===== config.mk =====
export PLATFORM = sky130hd
export DESIGN_NAME = heading_pid_with_wrap
export DESIGN_NICKNAME = d
export VERILOG_FILES = /design/src/hpw_pkg.sv /design/src/hpw_track.sv /design/src/heading_pid_with_wrap.sv
export SDC_FILE = /design/constraint.sdc
export NUM_CORES = 2
export LEC_CHECK = 0
export BUFFER_PORTS_ARGS = -buffer_cell sky130_fd_sc_hd__buf_2
export CAP_MARGIN = 0
export CORE_MARGIN = 10
export CORE_UTILIZATION = 60
export CTS_BUF_LIST = sky130_fd_sc_hd__clkbuf_4 sky130_fd_sc_hd__clkbuf_8
export DETAILED_ROUTE_END_ITERATION = 12
export PLACE_DENSITY = 0.85
export SYNTH_ARGS = -nofsm -noshare
export SYNTH_HDL_FRONTEND = slang
export SYNTH_SLANG_ARGS = --single-unit

===== constraint.sdc =====
create_clock -name clk -period 12.2 [get_ports clk]
set_input_delay 0.61 -clock clk [delete_from_list [all_inputs] [get_ports clk]]
set_output_delay 0.61 -clock clk [all_outputs]
set_load 0.02 [all_outputs]

===== src/hpw_pkg.sv =====
// shared constants and types for the heading pid controller
package hpw_pkg;

  // field and state widths
  localparam int HEADING_W = 16;
  localparam int ERR_W     = 17;
  localparam int SUM_W     = 32;
  localparam int DER_W     = 18;
  localparam int GAIN_W    = 16;
  localparam int LIMIT_W   = 15;
  localparam int DRIVE_W   = 16;
  localparam int CFG_IDX_W = 2;

  // angle constants in 1/64 degree
  localparam logic signed [ERR_W-1:0] HALF_TURN = 17'sd11520;
  localparam logic signed [ERR_W-1:0] FULL_TURN = 17'sd23040;

  // q8.8 gain times 1/64 degree error
  localparam int SCALE_SHIFT = 14;

  // register reset values
  localparam logic signed [GAIN_W-1:0] GAIN_PROP_RESET  = -16'sd6400;
  localparam logic signed [GAIN_W-1:0] GAIN_INTEG_RESET = 16'sd0;
  localparam logic signed [GAIN_W-1:0] GAIN_DERIV_RESET = 16'sd0;
  localparam logic [LIMIT_W-1:0]       LIMIT_RESET      = 15'd400;

  // configuration register indexes
  typedef enum logic [CFG_IDX_W-1:0] {
    CFG_GAIN_PROP   = 2'd0,
    CFG_GAIN_INTEG  = 2'd1,
    CFG_GAIN_DERIV  = 2'd2,
    CFG_DRIVE_LIMIT = 2'd3
  } cfg_reg_t;

  // error terms handed from the tracking stage to the mixing stage
  typedef struct packed {
    logic signed [ERR_W-1:0] err;
    logic signed [SUM_W-1:0] sum;
    logic signed [DER_W-1:0] der;
  } track_t;

endpackage


===== src/hpw_track.sv =====
// heading error fold, saturating integral and derivative with state registers
module hpw_track (
  input  logic                                  clk,
  input  logic                                  rst,
  input  logic                                  load,
  input  logic signed [hpw_pkg::HEADING_W-1:0]  heading_now,
  input  logic signed [hpw_pkg::HEADING_W-1:0]  heading_goal,
  output hpw_pkg::track_t                       stage
);

  logic signed [hpw_pkg::ERR_W-1:0] last_error;
  logic signed [hpw_pkg::SUM_W-1:0] error_sum;

  logic signed [hpw_pkg::ERR_W-1:0] diff;
  logic signed [hpw_pkg::ERR_W-1:0] err;
  logic signed [hpw_pkg::SUM_W:0]   sum_wide;
  logic signed [hpw_pkg::SUM_W-1:0] sum_sat;
  logic signed [hpw_pkg::DER_W-1:0] der;

  // fold the error onto the shorter way round
  always_comb begin
    diff = hpw_pkg::ERR_W'(heading_goal) - hpw_pkg::ERR_W'(heading_now);
    if (diff > hpw_pkg::HALF_TURN) begin
      err = hpw_pkg::FULL_TURN - diff;
    end else if (diff < -hpw_pkg::HALF_TURN) begin
      err = -hpw_pkg::FULL_TURN - diff;
    end else begin
      err = -diff;
    end
  end

  // saturating integral and derivative
  always_comb begin
    sum_wide = (hpw_pkg::SUM_W+1)'(error_sum) + (hpw_pkg::SUM_W+1)'(err);
    if (sum_wide[hpw_pkg::SUM_W] != sum_wide[hpw_pkg::SUM_W-1]) begin
      sum_sat = sum_wide[hpw_pkg::SUM_W] ? {1'b1, {(hpw_pkg::SUM_W-1){1'b0}}}
                                         : {1'b0, {(hpw_pkg::SUM_W-1){1'b1}}};
    end else begin
      sum_sat = sum_wide[hpw_pkg::SUM_W-1:0];
    end
    der = hpw_pkg::DER_W'(err) - hpw_pkg::DER_W'(last_error);
  end

  // controller state
  always_ff @(posedge clk) begin
    if (rst) begin
      last_error <= '0;
      error_sum  <= '0;
    end else if (load) begin
      last_error <= err;
      error_sum  <= sum_sat;
    end
  end

  // stage register toward the mixing logic
  always_ff @(posedge clk) begin
    if (load) begin
      stage.err <= err;
      stage.sum <= sum_sat;
      stage.der <= der;
    end
  end

endmodule


===== src/heading_pid_with_wrap.sv =====
// top level of the heading pid controller with angle wrap
//
// Two-stage pipeline that accepts one heading transaction per clock while
// it is not stalled by the output side, and returns one drive value per
// transaction. The drive value passes from the stage register into the
// result register once the output register is free or being taken. The
// first stage folds the heading error, updates the saturating integral and
// the previous error, and registers error, integral and derivative; the
// second stage forms Kp*e + Ki*I + Kd*d with three parallel multipliers,
// floors the sum by 2^14, clamps it above by drive_upper_limit and below at
// -32768, and registers the result. A held result in the output register
// does not block a new transaction from entering an empty first stage.
// Configuration writes take effect on the next clock and should be made only while the pipeline is empty.
module heading_pid_with_wrap (
  input  logic                                  clk,
  input  logic                                  rst,
  input  logic                                  in_valid,
  output logic                                  in_ready,
  input  logic signed [hpw_pkg::HEADING_W-1:0]  heading_now,
  input  logic signed [hpw_pkg::HEADING_W-1:0]  heading_goal,
  output logic                                  out_valid,
  input  logic                                  out_ready,
  output logic signed [hpw_pkg::DRIVE_W-1:0]    drive,
  input  logic                                  cfg_we,
  input  logic [hpw_pkg::CFG_IDX_W-1:0]         cfg_index,
  input  logic [hpw_pkg::GAIN_W-1:0]            cfg_data
);

  localparam int ACC_W    = 50;
  localparam int SCALED_W = ACC_W - hpw_pkg::SCALE_SHIFT;

  logic signed [hpw_pkg::GAIN_W-1:0] gain_prop;
  logic signed [hpw_pkg::GAIN_W-1:0] gain_integ;
  logic signed [hpw_pkg::GAIN_W-1:0] gain_deriv;
  logic [hpw_pkg::LIMIT_W-1:0]       drive_upper_limit;

  logic            s1_valid;
  logic            s1_ready;
  logic            adv_out;
  logic            load;
  hpw_pkg::track_t stage;

  logic signed [32:0]                     p_prop;
  logic signed [47:0]                     p_integ;
  logic signed [33:0]                     p_deriv;
  logic signed [ACC_W-1:0]                acc;
  logic signed [SCALED_W-1:0]             scaled;
  logic signed [hpw_pkg::DRIVE_W-1:0]     drive_next;

  // configuration registers
  always_ff @(posedge clk) begin
    if (rst) begin
      gain_prop         <= hpw_pkg::GAIN_PROP_RESET;
      gain_integ        <= hpw_pkg::GAIN_INTEG_RESET;
      gain_deriv        <= hpw_pkg::GAIN_DERIV_RESET;
      drive_upper_limit <= hpw_pkg::LIMIT_RESET;
    end else if (cfg_we) begin
      case (hpw_pkg::cfg_reg_t'(cfg_index))
        hpw_pkg::CFG_GAIN_PROP:   gain_prop  <= cfg_data;
        hpw_pkg::CFG_GAIN_INTEG:  gain_integ <= cfg_data;
        hpw_pkg::CFG_GAIN_DERIV:  gain_deriv <= cfg_data;
        hpw_pkg::CFG_DRIVE_LIMIT: drive_upper_limit <= cfg_data[hpw_pkg::LIMIT_W-1:0];
        default: ;
      endcase
    end
  end

  // pipeline flow control
  assign adv_out  = !out_valid || out_ready;
  assign s1_ready = !s1_valid || adv_out;
  assign in_ready = s1_ready;
  assign load     = in_valid && in_ready;

  always_ff @(posedge clk) begin
    if (rst) begin
      s1_valid  <= 1'b0;
      out_valid <= 1'b0;
    end else begin
      if (s1_ready) begin
        s1_valid <= in_valid;
      end
      if (adv_out) begin
        out_valid <= s1_valid;
      end
    end
  end

  // error tracking stage
  hpw_track u_track (
    .clk          (clk),
    .rst          (rst),
    .load         (load),
    .heading_now  (heading_now),
    .heading_goal (heading_goal),
    .stage        (stage)
  );

  // weighted sum, floor shift and clamp
  always_comb begin
    p_prop  = gain_prop * stage.err;
    p_integ = gain_integ * stage.sum;
    p_deriv = gain_deriv * stage.der;
    acc     = ACC_W'(p_prop) + ACC_W'(p_integ) + ACC_W'(p_deriv);
    scaled  = acc[ACC_W-1:hpw_pkg::SCALE_SHIFT];
    if (scaled > $signed({{(SCALED_W-hpw_pkg::LIMIT_W){1'b0}}, drive_upper_limit})) begin
      drive_next = $signed({1'b0, drive_upper_limit});
    end else if (scaled < -(SCALED_W'(32768))) begin
      drive_next = {1'b1, {(hpw_pkg::DRIVE_W-1){1'b0}}};
    end else begin
      drive_next = scaled[hpw_pkg::DRIVE_W-1:0];
    end
  end

  // result register
  always_ff @(posedge clk) begin
    if (adv_out && s1_valid) begin
      drive <= drive_next;
    end
  end

`ifndef SYNTHESIS
  // reset empties both stages
  a_reset_empty: assert property (@(posedge clk)
    rst |=> !out_valid && !s1_valid)
    else $error("pipeline not empty after reset");

  // a first-stage transaction moves into a free output register
  a_stage_moves: assert property (@(posedge clk) disable iff (rst)
    s1_valid && adv_out |=> out_valid)
    else $error("stage one transaction lost");

  // a stalled output keeps the first stage occupied
  a_stage_holds: assert property (@(posedge clk) disable iff (rst)
    out_valid && !out_ready && s1_valid |=> s1_valid && $stable(stage))
    else $error("stage one changed under stall");

  // the input is refused only while both stages are full
  a_ready_rule: assert property (@(posedge clk) disable iff (rst)
    !in_ready |-> s1_valid && out_valid)
    else $error("input refused with room in the pipeline");
`endif

endmodule


==> flow_summary.json <==
{
  "status": "finished clean",
  "first_pass_iters": 7,
  "hp-start": "in_valid",
  "place_hpwl_um": 128000,
  "cts-resized-gates": 0,
  "crit_slowest_cell": "o211ai_1",
  "areaGrowthSynthToFinish_pct": 3.25,
  "antenna_found_initial": 11,
  "gr-total-overflow": 0,
  "synth_xor_area_share_pct": 1.64,
  "fp.dieH_um": 318,
  "fillers": 7212,
  "grt_pass1_wl_um": 241000,
  "drt_wl_total_um": 150000,
  "final_nets": 7311,
  "syn_area_um2": 53400,
  "final_cell_mix": "inv_1 (1,406), fa_1 (1,280), nand2_1 (764)",
  "synth_mux_area_share_pct": 0.171,
  "period_needed_ns": 11.21,
  "hold_end": "s1_valid$_SDFFE_PP0N_",
  "cts_root_buf": "clkbuf_8",
  "holdPathStages": 3,
  "finClkSkew_ns": 0.0192,
  "synth-compound-area-share_pct": 6.49,
  "cts.sinks": 197,
  "clockBufferDepth": 2,
  "core_um2": 88400,
  "post-route-util_pct": 62.4,
  "rows": 109,
  "slowest_delay_ns": 0.96,
  "fin_ws_ns": 0.989,
  "end_kind": "register",
  "postCtsHoldBufs": 0,
  "hold_class": "in2reg",
  "die_area_um2": 101000,
  "syn_nets": 7404,
  "synth_edf_count": 83,
  "first_iter_violations": 3665,
  "rrSetupSlack_ns": 0.99,
  "clock.fmax_mhz": 89.2,
  "synthSimpleGateAreaFrac_pct": 15.7,
  "drc": 0,
  "insertion_delay_ns": 0.56,
  "cap_violations": 0,
  "syn_avg_cell_area_um2": 9.27,
  "cts_tree": "done",
  "mostFrequentLayoutCell": "inv_1",
  "worstMarginPinSlew_ns": 1.46,
  "hold_viol": 0,
  "path_clk_slew_ns": 0.13,
  "crit_type": "reg2reg",
  "synth_top_family_by_area": "adder cells",
  "antenna_left": 0,
  "setup_viol": 0,
  "grt_start_max_net_pins": 65,
  "ys_seq_area_share_pct": 8.94,
  "num_vias": 39600,
  "critPathArrivalTime_ns": 11.51,
  "io_pins": 73,
  "h-tree-depth": 4,
  "reg2regPathDepth": 33,
  "start_kind": "register",
  "worstPathMaxFanout": 16,
  "post_cts_buffers": 0,
  "yosys.area_share.adder_pct": 55.5,
  "die_w_um": 318,
  "pre_cts_ws_ns": 1.26,
  "numCtsBuffers": 17,
  "crit_top_cell": "fa_1",
  "rsz0062_at_grt": "no",
  "synth-async-reset-ratio_pct": 0,
  "yosysWarnings": 0,
  "finalWeightedCongestion": 1.07,
  "r2r-start": "u_track.stage[54]$_DFFE_PP_",
  "synth.distinct_cells": 103,
  "r2r_end": "drive[0]$_DFFE_PP_",
  "wl_per_cell_um": 21.9,
  "final_area_um2": 55100,
  "relSlewSlack_pct": 1.67,
  "period_share_pct": 91.9,
  "dpl_cell_area_um2": 54600,
  "synthCells": 5760,
  "synth-main-ff-cell": "dfxtp_1",
  "start_util_pct": 60.4,
  "grt_pass1_vias": 43500,
  "critPathRequiredTime_ns": 12.50,
  "tns_ns": 0,
  "io_buffers": 72,
  "maxSlewViolCount": 0,
  "via_per_inst": 5.78,
  "ys_ff_latch": 197,
  "grt.total_usage_pct": 30.4,
  "drive_gt1_share_pct": 3.36
}
## critical path, delay by kind of cell, from the launching register on
kind	cells	cell delay, ns
adders and majority gates	11	5.07
buffers and inverters	4	0.28
xor gates and xnor gates	1	0.23
DFF	1	0.87
and+or+nand+nor	7	1.18
AOI/OAI and AO/OA	10	3.29
## worst max path at each step
stage,from,end,slack (ns),cells past startpoint
after floorplan,u_track.stage[17]$_DFFE_PP_,drive[12]$_DFFE_PP_,2.20,32
after global placement,gain_deriv[0]$_SDFFE_PP0P_,drive[1]$_DFFE_PP_,1.41,30
after detailed placement,gain_deriv[0]$_SDFFE_PP0P_,drive[12]$_DFFE_PP_,1.26,27
after CTS,gain_deriv[0]$_SDFFE_PP0P_,drive[0]$_DFFE_PP_,1.20,27
after global routing,gain_deriv[0]$_SDFFE_PP0P_,drive[0]$_DFFE_PP_,0.51,27
final,u_track.stage[54]$_DFFE_PP_,drive[0]$_DFFE_PP_,0.99,33
## layer usage
layer	wire length (µm)	share of wire, %	global-route usage [%]	vias to the layer above
li1	-	-	-	17000
met1	55500	37	37.8	20300
met2	71100	47	49.5	1920
met3	14400	9.6	7.14	450
met4	9000	6.0	15.2	4
met5	27	0.018	0	-
## cells by family (layout without fill, tap and decap cells)
kind of cell	after synthesis	count (layout)
and+or+nand+nor	1701	1701
buffers and inverters	1633	1553
adders and majority gates	1603	1603
AOI/OAI and AO/OA	518	518
DFF	197	197
xor gates and xnor gates	99	99
muxes	9	9
other	0	4
## Yosys cell counts (all sizes together), types with 31 or more instances
master | number | share of area, %
nor2b | 34 | 0.40
clkbuf | 205 | 1.5
inv | 1407 | 9.9
a21oi | 165 | 1.6
xnor2 | 69 | 1.1
a21o | 42 | 0.59
dfxtp | 114 | 4.3
and2 | 505 | 5.9
ha | 309 | 7.2
a211oi | 32 | 0.47
o211ai | 38 | 0.55
nand2 | 765 | 5.4
nand2b | 39 | 0.46
edfxtp | 83 | 4.7
o21ai | 97 | 0.94
nand3 | 31 | 0.30
nor2 | 170 | 1.2
fa | 1280 | 48
nor3 | 38 | 0.37
## flip-flops by register name, indices dropped and copies added (netlist names)
signal              cells
gain_deriv             16
u_track.error_sum      32
drive                  16
drive_upper_limit      15
gain_prop              16
s1_valid                1
out_valid               1
u_track.stage          67
u_track.last_error     17
gain_integ             16
## stage by stage
step | std cells | hold slack (ns)
2_1_floorplan | 5760 | 0.432
3_3_place_gp | 6813 | 0.443
5_1_grt | 6846 | 0.269
4_1_cts | 6845 | 0.259
6_report | 6849 | 0.288
3_5_place_dp | 6813 | 0.447
## area by class of cell
cell class | count | area, µm² | share of cell area, %
diodes | 4 | 10.0 | 0.0182
multi-input cells | 3930 | 42500 | 77.0
clock buffers | 17 | 234 | 0.425
well taps | 1165 | 1460 | 2.64
clock inverters | 15 | 223 | 0.404
flip-flops and latches | 197 | 4780 | 8.67
inverters | 1407 | 5280 | 9.58
repair buffers | 114 | 678 | 1.23
Power is left out: the tool's default activity adds up to more than one toggle a clock period on the data nets, which glitch-free logic cannot reach.
